`src/rtl/array_list_insert_delete_find_defines.svh`:
```
// Assertion macros shared by the array list modules.
// Included by the controller and the datapath; depends on nothing.
`ifndef ARRAY_LIST_INSERT_DELETE_FIND_DEFINES_SVH
`define ARRAY_LIST_INSERT_DELETE_FIND_DEFINES_SVH

// Same-cycle implication, disabled while reset is high.
`define ALIDF_ASSERT_IMPL(label, clk, rst, ante, cons) \
   label: assert property (@(posedge clk) disable iff (rst) (ante) |-> (cons)) \
      else $error("array list assertion failed");

// Next-cycle implication, disabled while reset is high.
`define ALIDF_ASSERT_NEXT(label, clk, rst, ante, cons) \
   label: assert property (@(posedge clk) disable iff (rst) (ante) |=> (cons)) \
      else $error("array list assertion failed");

`endif

```
`src/rtl/alidf_pkg.sv`:
```
// Shared types and constants for the array list block.
// Used by the controller, the datapath and the top level; depends on nothing.
`timescale 1ns / 1ps

package alidf_pkg;

   // Fixed port field widths.
   localparam int OPC_W    = 2;
   localparam int VALUE_W  = 32;
   localparam int POS_W    = 7;
   localparam int STATUS_W = 2;
   localparam int FOUND_W  = 6;
   localparam int COUNT_W  = 7;

   // Request opcodes; the fourth code is a no-operation.
   localparam logic [OPC_W-1:0] OP_FIND   = 2'd0;
   localparam logic [OPC_W-1:0] OP_INSERT = 2'd1;
   localparam logic [OPC_W-1:0] OP_DELETE = 2'd2;

   // Result status codes.
   typedef enum logic [STATUS_W-1:0] {
      STATUS_OK,
      STATUS_FULL,
      STATUS_BAD_POS,
      STATUS_NOT_FOUND
   } status_type;

   // Controller states.
   typedef enum logic [2:0] {
      ST_IDLE,
      ST_DECIDE,
      ST_READ,
      ST_MOVE,
      ST_WRITE,
      ST_FINISH
   } state_type;

   // Commands from the controller to the datapath.
   typedef struct packed {
      logic       load;
      logic       idx_init;
      logic       idx_step;
      logic       rd_en;
      logic       wr_move;
      logic       wr_value;
      logic       cnt_inc;
      logic       cnt_dec;
      logic       set_status;
      status_type status;
      logic       set_found;
      logic       out_load;
   } cmd_type;

   // Status from the datapath to the controller.
   typedef struct packed {
      logic is_find;
      logic is_insert;
      logic is_delete;
      logic list_empty;
      logic full;
      logic ins_pos_bad;
      logic ins_at_end;
      logic del_pos_bad;
      logic del_at_end;
      logic match;
      logic scan_last;
      logic ins_last;
      logic out_free;
   } stat_type;

endpackage

```
`src/rtl/alidf_ctrl.sv`:
```
// Controller state machine for the array list block.
// Depends on alidf_pkg and drives the datapath through cmd_type commands.
`timescale 1ns / 1ps
`include "array_list_insert_delete_find_defines.svh"

module alidf_ctrl (
   input  logic               clock,
   input  logic               reset,
   input  logic               req_valid,
   output logic               req_stall,
   input  alidf_pkg::stat_type st,
   output alidf_pkg::cmd_type  cmd
);

   alidf_pkg::state_type state_ff, state_in;

   // State register.
   always_ff @(posedge clock) begin
      if (reset) begin
         state_ff <= alidf_pkg::ST_IDLE;
      end else begin
         state_ff <= state_in;
      end
   end

   // Next-state logic.
   always_comb begin
      state_in = state_ff;
      case (state_ff)
         alidf_pkg::ST_IDLE: begin
            if (req_valid) state_in = alidf_pkg::ST_DECIDE;
         end
         alidf_pkg::ST_DECIDE: begin
            if (st.is_find) begin
               state_in = st.list_empty ? alidf_pkg::ST_FINISH : alidf_pkg::ST_READ;
            end else if (st.is_insert) begin
               if (st.full || st.ins_pos_bad) state_in = alidf_pkg::ST_FINISH;
               else if (st.ins_at_end) state_in = alidf_pkg::ST_WRITE;
               else state_in = alidf_pkg::ST_READ;
            end else if (st.is_delete) begin
               if (st.del_pos_bad || st.del_at_end) state_in = alidf_pkg::ST_FINISH;
               else state_in = alidf_pkg::ST_READ;
            end else begin
               state_in = alidf_pkg::ST_FINISH;
            end
         end
         alidf_pkg::ST_READ: begin
            state_in = alidf_pkg::ST_MOVE;
         end
         alidf_pkg::ST_MOVE: begin
            if (st.is_find) begin
               state_in = (st.match || st.scan_last) ? alidf_pkg::ST_FINISH
                                                     : alidf_pkg::ST_READ;
            end else if (st.is_insert) begin
               state_in = st.ins_last ? alidf_pkg::ST_WRITE : alidf_pkg::ST_READ;
            end else begin
               state_in = st.scan_last ? alidf_pkg::ST_FINISH : alidf_pkg::ST_READ;
            end
         end
         alidf_pkg::ST_WRITE: begin
            state_in = alidf_pkg::ST_FINISH;
         end
         alidf_pkg::ST_FINISH: begin
            if (st.out_free) state_in = alidf_pkg::ST_IDLE;
         end
         default: begin
            state_in = alidf_pkg::ST_IDLE;
         end
      endcase
   end

   // Command outputs.
   always_comb begin
      cmd        = '0;
      cmd.status = alidf_pkg::STATUS_OK;
      req_stall  = (state_ff != alidf_pkg::ST_IDLE);
      case (state_ff)
         alidf_pkg::ST_IDLE: begin
            cmd.load = req_valid;
         end
         alidf_pkg::ST_DECIDE: begin
            cmd.idx_init = 1'b1;
            if (st.is_find) begin
               if (st.list_empty) begin
                  cmd.set_status = 1'b1;
                  cmd.status     = alidf_pkg::STATUS_NOT_FOUND;
               end
            end else if (st.is_insert) begin
               if (st.full) begin
                  cmd.set_status = 1'b1;
                  cmd.status     = alidf_pkg::STATUS_FULL;
               end else if (st.ins_pos_bad) begin
                  cmd.set_status = 1'b1;
                  cmd.status     = alidf_pkg::STATUS_BAD_POS;
               end
            end else if (st.is_delete) begin
               if (st.del_pos_bad) begin
                  cmd.set_status = 1'b1;
                  cmd.status     = alidf_pkg::STATUS_BAD_POS;
               end else if (st.del_at_end) begin
                  // Removing the last entry needs no moves.
                  cmd.cnt_dec = 1'b1;
               end
            end
         end
         alidf_pkg::ST_READ: begin
            cmd.rd_en = 1'b1;
         end
         alidf_pkg::ST_MOVE: begin
            if (st.is_find) begin
               if (st.match) begin
                  cmd.set_found = 1'b1;
               end else if (st.scan_last) begin
                  cmd.set_status = 1'b1;
                  cmd.status     = alidf_pkg::STATUS_NOT_FOUND;
               end else begin
                  cmd.idx_step = 1'b1;
               end
            end else if (st.is_insert) begin
               cmd.wr_move  = 1'b1;
               cmd.idx_step = !st.ins_last;
            end else begin
               cmd.wr_move  = 1'b1;
               cmd.cnt_dec  = st.scan_last;
               cmd.idx_step = !st.scan_last;
            end
         end
         alidf_pkg::ST_WRITE: begin
            cmd.wr_value = 1'b1;
            cmd.cnt_inc  = 1'b1;
         end
         alidf_pkg::ST_FINISH: begin
            cmd.out_load = st.out_free;
         end
         default: begin
            cmd = '0;
         end
      endcase
   end

   // A move step always follows its read step.
   `ALIDF_ASSERT_IMPL(a_move_after_read, clock, reset, state_ff == alidf_pkg::ST_MOVE, $past(state_ff) == alidf_pkg::ST_READ)

endmodule

```
`src/rtl/alidf_dpath.sv`:
```
// Datapath for the array list: element memory, count, scan index and result registers.
// Depends on alidf_pkg; commanded by alidf_ctrl.
`timescale 1ns / 1ps
`include "array_list_insert_delete_find_defines.svh"

module alidf_dpath #(
   parameter int DEPTH      = 64,
   parameter int ELEM_WIDTH = 32
) (
   input  logic                               clock,
   input  logic                               reset,
   input  logic [alidf_pkg::OPC_W-1:0]        req_opcode,
   input  logic [alidf_pkg::VALUE_W-1:0]      req_value,
   input  logic [alidf_pkg::POS_W-1:0]        req_position,
   input  alidf_pkg::cmd_type                 cmd,
   output alidf_pkg::stat_type                st,
   output logic                               rsp_valid,
   input  logic                               rsp_stall,
   output logic [alidf_pkg::STATUS_W-1:0]     rsp_status,
   output logic [alidf_pkg::FOUND_W-1:0]      rsp_found_index,
   output logic [alidf_pkg::COUNT_W-1:0]      rsp_count
);

   localparam int CNT_W = $clog2(DEPTH + 1);
   localparam int IDX_W = $clog2(DEPTH);
   localparam int CMP_W = ((CNT_W > alidf_pkg::POS_W) ? CNT_W : alidf_pkg::POS_W) + 1;

   logic [alidf_pkg::OPC_W-1:0]      op_ff;
   logic [ELEM_WIDTH-1:0]            val_ff;
   logic [alidf_pkg::POS_W-1:0]      pos_ff;
   logic [CNT_W-1:0]                 count_ff, count_in;
   logic [IDX_W-1:0]                 idx_ff, idx_in;
   logic [ELEM_WIDTH-1:0]            elem_mem [DEPTH];
   logic [ELEM_WIDTH-1:0]            rd_data_ff;
   alidf_pkg::status_type            res_status_ff;
   logic [IDX_W-1:0]                 res_found_ff;
   logic                             rsp_valid_ff;
   alidf_pkg::status_type            rsp_status_ff;
   logic [alidf_pkg::FOUND_W-1:0]    rsp_found_ff;
   logic [alidf_pkg::COUNT_W-1:0]    rsp_count_ff;

   logic [CMP_W-1:0]                 count_x, pos_x, idx_x;
   logic [IDX_W-1:0]                 rd_addr, wr_addr;
   logic [ELEM_WIDTH-1:0]            wr_data;
   logic                             wr_en;
   logic                             out_free;

   // Operand capture when a request is taken.
   always_ff @(posedge clock) begin
      if (cmd.load) begin
         op_ff  <= req_opcode;
         val_ff <= ELEM_WIDTH'(req_value);
         pos_ff <= req_position;
      end
   end

   // Common-width copies for position and count compares.
   assign count_x = CMP_W'(count_ff);
   assign pos_x   = CMP_W'(pos_ff);
   assign idx_x   = CMP_W'(idx_ff);

   // Status toward the controller.
   assign out_free       = !rsp_valid_ff || !rsp_stall;
   assign st.is_find     = (op_ff == alidf_pkg::OP_FIND);
   assign st.is_insert   = (op_ff == alidf_pkg::OP_INSERT);
   assign st.is_delete   = (op_ff == alidf_pkg::OP_DELETE);
   assign st.list_empty  = (count_ff == '0);
   assign st.full        = (count_x == CMP_W'(DEPTH));
   assign st.ins_pos_bad = (pos_x == '0) || (pos_x > count_x + CMP_W'(1));
   assign st.ins_at_end  = (pos_x == count_x + CMP_W'(1));
   assign st.del_pos_bad = (pos_x == '0) || (pos_x > count_x);
   assign st.del_at_end  = (pos_x == count_x);
   assign st.match       = (rd_data_ff == val_ff);
   assign st.scan_last   = (idx_x + CMP_W'(1) == count_x);
   assign st.ins_last    = (idx_x == pos_x);
   assign st.out_free    = out_free;

   // Element count: grows on insert, shrinks on delete.
   always_comb begin
      count_in = count_ff;
      if (cmd.cnt_inc) count_in = count_ff + CNT_W'(1);
      else if (cmd.cnt_dec) count_in = count_ff - CNT_W'(1);
   end

   always_ff @(posedge clock) begin
      if (reset) begin
         count_ff <= '0;
      end else begin
         count_ff <= count_in;
      end
   end

   // Scan index: insert walks down from the tail, find and delete walk up.
   always_comb begin
      idx_in = idx_ff;
      if (cmd.idx_init) begin
         if (op_ff == alidf_pkg::OP_INSERT) idx_in = IDX_W'(count_ff);
         else if (op_ff == alidf_pkg::OP_DELETE) idx_in = IDX_W'(pos_ff);
         else idx_in = '0;
      end else if (cmd.idx_step) begin
         if (op_ff == alidf_pkg::OP_INSERT) idx_in = idx_ff - IDX_W'(1);
         else idx_in = idx_ff + IDX_W'(1);
      end
   end

   always_ff @(posedge clock) begin
      idx_ff <= idx_in;
   end

   // Memory addressing: insert copies entry idx-1 into idx, delete copies idx into idx-1.
   assign rd_addr = (op_ff == alidf_pkg::OP_INSERT) ? idx_ff - IDX_W'(1) : idx_ff;
   assign wr_en   = cmd.wr_move || cmd.wr_value;
   always_comb begin
      if (cmd.wr_value) begin
         wr_addr = IDX_W'(pos_x - CMP_W'(1));
         wr_data = val_ff;
      end else begin
         wr_addr = (op_ff == alidf_pkg::OP_INSERT) ? idx_ff : idx_ff - IDX_W'(1);
         wr_data = rd_data_ff;
      end
   end

   // Element memory with one write port and one registered read port.
   always_ff @(posedge clock) begin
      if (wr_en) elem_mem[wr_addr] <= wr_data;
      if (cmd.rd_en) rd_data_ff <= elem_mem[rd_addr];
   end

   // Result of the request in progress.
   always_ff @(posedge clock) begin
      if (cmd.load) begin
         res_status_ff <= alidf_pkg::STATUS_OK;
         res_found_ff  <= '0;
      end else begin
         if (cmd.set_status) res_status_ff <= cmd.status;
         if (cmd.set_found) res_found_ff <= idx_ff;
      end
   end

   // Output register; it holds while the receiver stalls.
   always_ff @(posedge clock) begin
      if (reset) begin
         rsp_valid_ff <= 1'b0;
      end else if (cmd.out_load) begin
         rsp_valid_ff <= 1'b1;
      end else if (!rsp_stall) begin
         rsp_valid_ff <= 1'b0;
      end
   end

   always_ff @(posedge clock) begin
      if (cmd.out_load) begin
         rsp_status_ff <= res_status_ff;
         rsp_found_ff  <= alidf_pkg::FOUND_W'(res_found_ff);
         rsp_count_ff  <= alidf_pkg::COUNT_W'(count_ff);
      end
   end

   assign rsp_valid       = rsp_valid_ff;
   assign rsp_status      = rsp_status_ff;
   assign rsp_found_index = rsp_found_ff;
   assign rsp_count       = rsp_count_ff;

   // The list never holds more than DEPTH entries.
   `ALIDF_ASSERT_IMPL(a_count_bound, clock, reset, 1'b1, count_ff <= CNT_W'(DEPTH))
   // An insert adds exactly one entry.
   `ALIDF_ASSERT_NEXT(a_count_inc, clock, reset, cmd.cnt_inc, count_ff == $past(count_ff) + CNT_W'(1))
   // Shift moves write inside the list or into the slot just past its end.
   `ALIDF_ASSERT_IMPL(a_move_in_list, clock, reset, cmd.wr_move, CMP_W'(wr_addr) <= count_x)
   // A new result is loaded only when the previous one is gone or leaving.
   `ALIDF_ASSERT_IMPL(a_out_free, clock, reset, cmd.out_load, out_free)

endmodule

```
`src/rtl/array_list_insert_delete_find.sv`:
```
// Top level of the array list block: controller plus datapath.
// Depends on alidf_pkg, alidf_ctrl and alidf_dpath.
//
// Usage: an ordered list of up to DEPTH elements, packed from position 1.
// Requests arrive on req_* (opcode, value, position) and are taken when
// req_valid is high and req_stall is low. Opcode find returns the lowest
// 0-based index holding the value, insert puts the value at a 1-based
// position and shifts later entries up, delete removes the entry at a
// 1-based position and shifts later entries down. Each request yields one
// response on rsp_* with status, found index and the count afterwards.
// One request is worked on at a time; the element memory has one registered
// read port and one write port, so each element examined (find) or moved
// (insert, delete) takes a read step and then a move step, and an insert
// ends with a write step for the new value. A new request is taken from the
// cycle the response appears, even while the receiver stalls it; a stalled
// response holds in its output register. Reset empties the list at once.
`timescale 1ns / 1ps

module array_list_insert_delete_find #(
   parameter int DEPTH      = 64,
   parameter int ELEM_WIDTH = 32
) (
   input  logic                            clock,
   input  logic                            reset,
   input  logic                            req_valid,
   output logic                            req_stall,
   input  logic [alidf_pkg::OPC_W-1:0]     req_opcode,
   input  logic [alidf_pkg::VALUE_W-1:0]   req_value,
   input  logic [alidf_pkg::POS_W-1:0]     req_position,
   output logic                            rsp_valid,
   input  logic                            rsp_stall,
   output logic [alidf_pkg::STATUS_W-1:0]  rsp_status,
   output logic [alidf_pkg::FOUND_W-1:0]   rsp_found_index,
   output logic [alidf_pkg::COUNT_W-1:0]   rsp_count
);

   alidf_pkg::cmd_type  cmd;
   alidf_pkg::stat_type st;

   // Sequencer for each request.
   alidf_ctrl u_ctrl (
      .clock     (clock),
      .reset     (reset),
      .req_valid (req_valid),
      .req_stall (req_stall),
      .st        (st),
      .cmd       (cmd)
   );

   // Storage, compare and result registers.
   alidf_dpath #(
      .DEPTH      (DEPTH),
      .ELEM_WIDTH (ELEM_WIDTH)
   ) u_dpath (
      .clock           (clock),
      .reset           (reset),
      .req_opcode      (req_opcode),
      .req_value       (req_value),
      .req_position    (req_position),
      .cmd             (cmd),
      .st              (st),
      .rsp_valid       (rsp_valid),
      .rsp_stall       (rsp_stall),
      .rsp_status      (rsp_status),
      .rsp_found_index (rsp_found_index),
      .rsp_count       (rsp_count)
   );

endmodule

```
`config.mk`:
```
export PLATFORM = sky130hd
export DESIGN_NAME = array_list_insert_delete_find
export DESIGN_NICKNAME = d
export VERILOG_FILES = /design/src/rtl/alidf_pkg.sv /design/src/rtl/alidf_ctrl.sv /design/src/rtl/alidf_dpath.sv /design/src/rtl/array_list_insert_delete_find.sv
export VERILOG_INCLUDE_DIRS = /design/src /design/src/rtl
export SDC_FILE = /design/constraint.sdc
export NUM_CORES = 2
export LEC_CHECK = 0
export BUFFER_PORTS_ARGS = -buffer_cell sky130_fd_sc_hd__buf_4
export CAP_MARGIN = 15
export CORE_UTILIZATION = 40
export CTS_BUF_LIST = sky130_fd_sc_hd__clkbuf_16
export CTS_CLUSTER_DIAMETER = 60
export DETAILED_ROUTE_END_ITERATION = 8
export MAX_ROUTING_LAYER = met4
export PLACE_DENSITY_LB_ADDON = 0.3
export SETUP_SLACK_MARGIN = 0.2
export SYNTH_ARGS = -nofsm -noshare
export SYNTH_HDL_FRONTEND = slang
export SYNTH_SLANG_ARGS = --single-unit
```
`constraint.sdc`:
```
create_clock -name clock -period 4.13 [get_ports clock]
set_input_delay 1.239 -clock clock [delete_from_list [all_inputs] [get_ports clock]]
set_output_delay 1.239 -clock clock [all_outputs]
set_load 0.03 [all_outputs]
```
Word level (Yosys, flattened, before mapping). Memory sizes are Yosys's and may differ from the RTL's. A register that Yosys moved wholly into a read port is not among the register bits. Index checks and enable logic that the tools add are counted.

Reductions and logical operators: 19. Bitwise operators: 0. Eq/ne operators: 16. Add/sub/neg operators: 7. Shifts and indexed selects: 0. Multipliers: 0. Div/mod/pow operators: 0. Magnitude comparators: 2. Mux-type cells: 61.

Operators with widths (number): 2-to-1 mux 3 bit (22); 2-to-1 mux 6 bit (8); == test 32 bit (1); 2-to-1 mux 32 bit (1); 2-to-1 mux 1 bit (23); case mux 3 bit (6 select lines) (1); 2-to-1 mux 7 bit (2); subtractor 6 x 1 -> 6 bit, second input constant (2); adder 7 x 1 -> 8 bit, second input constant (1); == test 7 x 8 -> 1 bit (1); == test 8 x 7 -> 1 bit (1); > comparator 7 x 8 -> 1 bit (1); logical NOT 8 bit (1); 2-to-1 mux 4 bit (2); case mux 4 bit (2 select lines) (1); adder 6 x 1 -> 7 bit, second input constant (1); adder 7 x 1 -> 7 bit, second input constant (1); == test 6 x 7 -> 1 bit (1); == test 7 bit (1); == test 7 bit, second input constant (1); > comparator 7 bit (1); logical NOT 7 bit (1); logical OR 1 bit (7); subtractor 7 x 1 -> 7 bit, second input constant (1); 15 further kinds (22).

Memory bits (read-only): 0. Bits in latches: 0. Output and inout bits: 17. Word-level logic and storage cells: 118. Register bits: 81. Memories kept: 1. Bits in writable memories: 2048. Input bits: 45.

Memories: u_dpath.elem_mem (words 64, bits a word 32, rd ports 1, clocked after memory_dff 1, wr ports 1, line alidf_dpath.sv:33) `logic [ELEM_WIDTH-1:0] elem_mem [DEPTH];`.

Longest topological paths before layout.
Word-level depth: 10. Depth in mapped cells: 13. Depth with buffers taken out: 12.

Modules after synthesis. A second synthesis with hierarchy kept.

Cell total of the unflattened synthesis: 6124. Area total of the unflattened synthesis: 95769.4 um^2.

Modules (own cells, without submodules): alidf_dpath (times used 1, sequential area each 64642.0 um^2, area each 95347.7 um^2, cells each 6064); alidf_ctrl (times used 1, sequential area each 60.1 um^2, area each 421.7 um^2, cells each 60).

Worst setup path after synthesis. OpenSTA, ideal clock, no wires.

Kind: reg2reg. From: register u_dpath.idx_ff[0]. To: memory u_dpath.elem_mem[16][0], enable pin. Clock period less this slack: 3.898 ns. Setup slack: 0.232 ns. Data arrival time: 3.477 ns. Setup time: 0.421 ns. Buffers on the path: 2. Stages on the path, launching flop included: 9. Data required time: 3.709 ns. Cell sequence: edfxtp_1 buf_6 or4_4 nor3_1 xnor2_1 o21ai_1 or3_1 clkbuf_1 nor2_1.

Cells in the longest elaborated chain, start to end: 3.

RTL lines: from (decl) (line alidf_dpath.sv:32) `logic [IDX_W-1:0] idx_ff, idx_in;`; from (signal assigned) (line alidf_dpath.sv:107) `idx_ff <= idx_in;`; subtractor 6 x 1 -> 6 bit (line alidf_dpath.sv:118) `wr_addr = (op_ff == alidf_pkg::OP_INSERT) ? idx_ff : idx_ff - IDX_W'(1);`; 2-to-1 mux 6 bit (*) (line alidf_dpath.sv:118); 2-to-1 mux 6 bit (*) (line alidf_dpath.sv:114) `if (cmd.wr_value) begin`; to (decl) (line alidf_dpath.sv:33).

Every way passes the cells marked *; elsewhere a longest branch is shown, timed or not.

Final worst setup path.
From: register u_dpath.op_ff[1] (netlist name). To: register u_dpath.rd_data_ff[26], read port of u_dpath.elem_mem, data pin.

Cells in the longest elaborated chain, start to end: 2.

RTL lines: from (decl) (line alidf_dpath.sv:28) `logic [alidf_pkg::OPC_W-1:0] op_ff;`; from (signal assigned) (line alidf_dpath.sv:51) `op_ff <= req_opcode;`; == test 2 x 1 -> 1 bit (line alidf_dpath.sv:111) `assign rd_addr = (op_ff == alidf_pkg::OP_INSERT) ? idx_ff - IDX_W'(1) : idx_ff;`; 2-to-1 mux 6 bit (line alidf_dpath.sv:111); to (decl) (line alidf_dpath.sv:34) `logic [ELEM_WIDTH-1:0] rd_data_ff;`.

Every way passes these cells. A chain may end at the register's enable or synchronous reset.

==> summary.md <==
| Metric | Value |
|---|---|
| Maxcap violations | `0` |
| Synthesis Warnings | `0` |
| Post-synth EDFFs | `between 2000 and 2500` |
| Via Count | `41540` |
| Layout cell share with drive strength beyond 1 | `between 20% and 30%` |
| Hold_buf cts | `0` |
| Row count | `between 150 and 200` |
| Post-Synthesis Cell Area | `0.08411 sq mm` |
| Fin crit share | `94.60%` |
| Pwr dens | `~700 mW/mm^2` |
| Vias in the first global route | `41170` |
| Largest net degree at the start of global routing | `65` |
| Post-CTS Resized | `0` |
| Initial Util | `40.42%` |
| Largest fanout on the critical path | `23` |
| Critical Path RT | `4860 ps` |
| Asr flop ratio synth | `0%` |
| Port buffer count | `61` |
| FMAX | `about 260 MHz` |
| Post-Place Cell Area | `just over 0.09 sq mm` |
| Startpoint Class | `register` |
| H-tree depth | `4` |
| Power Total | `68.56 mW` |
| 1st-iter DRT viols | `4909` |
| Final setup TNS | `0 ps` |
| Area of the multi-input gates | `approximately 0.019 sq mm` |
| Ports | `62` |
| P&R area growth vs syn | `16.55%` |
| # DRC | `0` |
| Slew headroom | `roughly a quarter` |
| Final min period | `3907 ps` |
| Primary FF master, synth | `edfxtp_1` |
| Pleak | `31.10 nW` |
| Core area | `0.2081 sq mm` |
| WS Path Type | `register to register` |
| Antenna Nets Post-Route | `0` |
| Max clock buf depth | `3` |
| Data arrival time of the critical path | `4630 ps` |
| Flip-flop and latch area | `0.06470 sq mm` |
| Vias per Instance | `5.741` |
| Die Wd | `460.6 um` |
| Post-CTS setup buffer count | `0` |
| First-pass DRT Iterations | `6` |
| HP Class | `register to register` |
| Initial antenna violation count | `11` |
| DP Wirelength | `129700 um` |
| Yosys cell types | `69` |
| TritonCTS clock tree | `built` |
| Avg Cell Area, Syn | `21.63 sq um` |
| Fillers | `17040` |
| Final Hold Fails | `0` |
| Total die area | `around 0.21 sq mm` |
| Clock Pin Slew Worst Setup and Hold Paths | `60 ps` |
| Wire length per cell | `30.52 um` |
| Routed WL | `220800 um` |
| GR Overflow Total | `0` |
| Least-Margin Pin Slew | `1097 ps` |
| Root Buffer | `clkbuf_16` |
| CTS Buf Count | `216` |
| Endpoints failing setup | `0` |
| Setup repair after global routing missed its margin | `true` |
| Gpl congestion | `just under 0.9` |
| Final #Nets | `4328` |
| Chip height | `460.6 um` |
| Critical Path End Type | `register` |
| Status | `finished clean` |
| Final instance area | `0.09803 sq mm` |
| Syn Nets | `3963` |
| Non-filler instance count after layout | `7235` |
| Total GRT Usage | `21.50%` |
| First-pass GRT wire length | `311700 um` |
| Flops & latches, synth | `2161` |
| Skew final | `51.82 ps` |
| Fin. max-slew vios | `0` |
| Sequential area share after synthesis | `about three quarters` |
| TritonCTS Sinks | `2161` |
| Clock Latency Late Sink | `860 ps` |
| Maximum VDD drop | `0.4452 mV` |
| Cells after synthesis | `~3900` |
| Inst Count DP | `6823` |
==> layout make-up <==
class / instances / share of cell area (%)
multi-input combinational: 1503 / 19.44
inverter: 22 / 0.08424
timing repair buffer: 350 / 3.752
clock inverter: 190 / 1.640
antenna: 5 / 0.01276
clock buffer: 216 / 5.514
tap: 2788 / 3.558
sequential: 2161 / 66.00
==> critical path: stages (launching register included) <==
cell      delay, ps
edfxtp_1        380
nand2b_2        370
inv_2           340
nand2_1         290
xnor2_4         270
nor2_4          780
buf_4           450
a22oi_1         160
nand4_1         430
and3_1          230
==> cell usage in the layout, fill, tap and decap left out, types with 5 or more instances in the layout <==
| cell | count |
|---|---|
| a211oi_1 | 6 |
| a21o_1 | 9 |
| a21oi_1 | 18 |
| a221oi_2 | 29 |
| a22o_1 | 32 |
| a22oi_1 | 67 |
| and3_1 | 32 |
| buf_12 | 84 |
| buf_4 | 266 |
| bufinv_16 | 20 |
| clkbuf_16 | 216 |
| clkinv_1 | 62 |
| clkinv_16 | 6 |
| clkinv_2 | 41 |
| clkinvlp_4 | 6 |
| dfxtp_1 | 19 |
| diode_2 | 5 |
| edfxtp_1 | 2142 |
| ha_1 | 27 |
| inv_1 | 61 |
| inv_6 | 7 |
| mux2i_1 | 158 |
| mux4_2 | 512 |
| nand2_1 | 195 |
| nand2_2 | 33 |
| nand3_1 | 22 |
| nand4_1 | 63 |
| nor2_1 | 46 |
| nor2_4 | 73 |
| nor3_1 | 17 |
| nor4_1 | 6 |
| o21ai_0 | 12 |
| or3_1 | 7 |
| xnor2_1 | 59 |
| xor2_1 | 13 |
==> logic make-up (layout without fill, tap and decap cells) <==
kind of cell | after synthesis | in the layout | share of synthesized area [%]
AO/OA/AOI/OAI | 203 | 203 | 2.060
XOR/XNOR | 76 | 76 | 0.8256
adder cells (fa/ha/maj) | 29 | 29 | 0.4403
buffers and inverters | 225 | 778 | 1.248
flip-flops | 2161 | 2161 | 76.92
multiplexers | 672 | 672 | 15.62
other | 0 | 5 | 0
AND/OR/NAND/NOR | 523 | 523 | 2.886
==> layer usage <==
layer | part of all wire, % | GRT usage [%]
met5 | 0 | -
met1 | 42 | 29.44
met4 | 3.0 | 6.560
met2 | 47 | 32.64
met3 | 8.4 | 4.165
==> per-stage QoR <==
step,setup WS [ps],hold WS (ps),util (%)
final,223.0,428.8,47.11
after global routing,126.5,447.2,47.10
after detailed placement,308.0,417.5,43.71
after CTS,271.0,428.7,47.08
after global placement,309.1,418.2,43.71
after floorplan,232.3,407.6,-
==> power breakdown <==
group          switching [mW]  internal (mW)
clock network            8.45           10.8
registers               0.350           26.5
logic                    13.3           9.13
total                    22.1           46.5
==> final timing paths <==
path,cells past startpoint,end,startpoint,slack [ps]
setup / recovery,9,u_dpath.rd_data_ff[26],u_dpath.op_ff[1],220
hold / removal,0,u_dpath.rsp_status[0],u_dpath.res_status_ff[0],430
setup reg to reg,9,u_dpath.rd_data_ff[26],u_dpath.op_ff[1],220
hold reg to reg,0,u_dpath.rsp_status[0],u_dpath.res_status_ff[0],430
==> state kept, by name (all words and copies together) (netlist names) <==
signal / flops
u_ctrl.state_ff: 3
u_dpath.count_ff: 7
u_dpath.elem_mem: 2048
u_dpath.idx_ff: 6
u_dpath.op_ff: 2
u_dpath.pos_ff: 7
u_dpath.rd_data_ff: 32
u_dpath.res_found_ff: 6
u_dpath.res_status_ff: 2
u_dpath.rsp_count: 7
u_dpath.rsp_found_index: 6
u_dpath.rsp_status: 2
u_dpath.rsp_valid: 1
u_dpath.val_ff: 32
==> cell usage after synthesis, types with 4 or more instances <==
library cell / n / area, sq um
o21ai_0: 12 / 60.06
nor2b_1: 5 / 31.28
dfxtp_1: 19 / 380.4
a211oi_1: 6 / 45.04
xor2_1: 14 / 122.6
and3_1: 32 / 200.2
or3_1: 7 / 43.79
nor3_1: 17 / 85.08
ha_1: 28 / 350.3
nand2_1: 227 / 852.1
a22oi_1: 67 / 503.0
nand3b_1: 4 / 30.03
a221oi_1: 4 / 35.03
and2_1: 4 / 25.02
edfxtp_1: 2142 / 64320
a21o_1: 9 / 67.56
buf_4: 12 / 90.09
buf_6: 4 / 45.04
buf_1: 19 / 71.32
a21oi_1: 18 / 90.09
a221oi_2: 30 / 450.4
o21bai_1: 4 / 30.03
clkbuf_1: 64 / 240.2
nand3_1: 22 / 110.1
nand4_1: 63 / 394.1
inv_1: 20 / 75.07
a22o_1: 32 / 280.3
mux4_2: 512 / 11530
nor4_1: 6 / 37.54
mux2i_1: 158 / 1582
buf_2: 104 / 520.5
xnor2_1: 59 / 516.8
nor2_1: 116 / 435.4
Note: power is estimated with default switching activity, not from simulation.
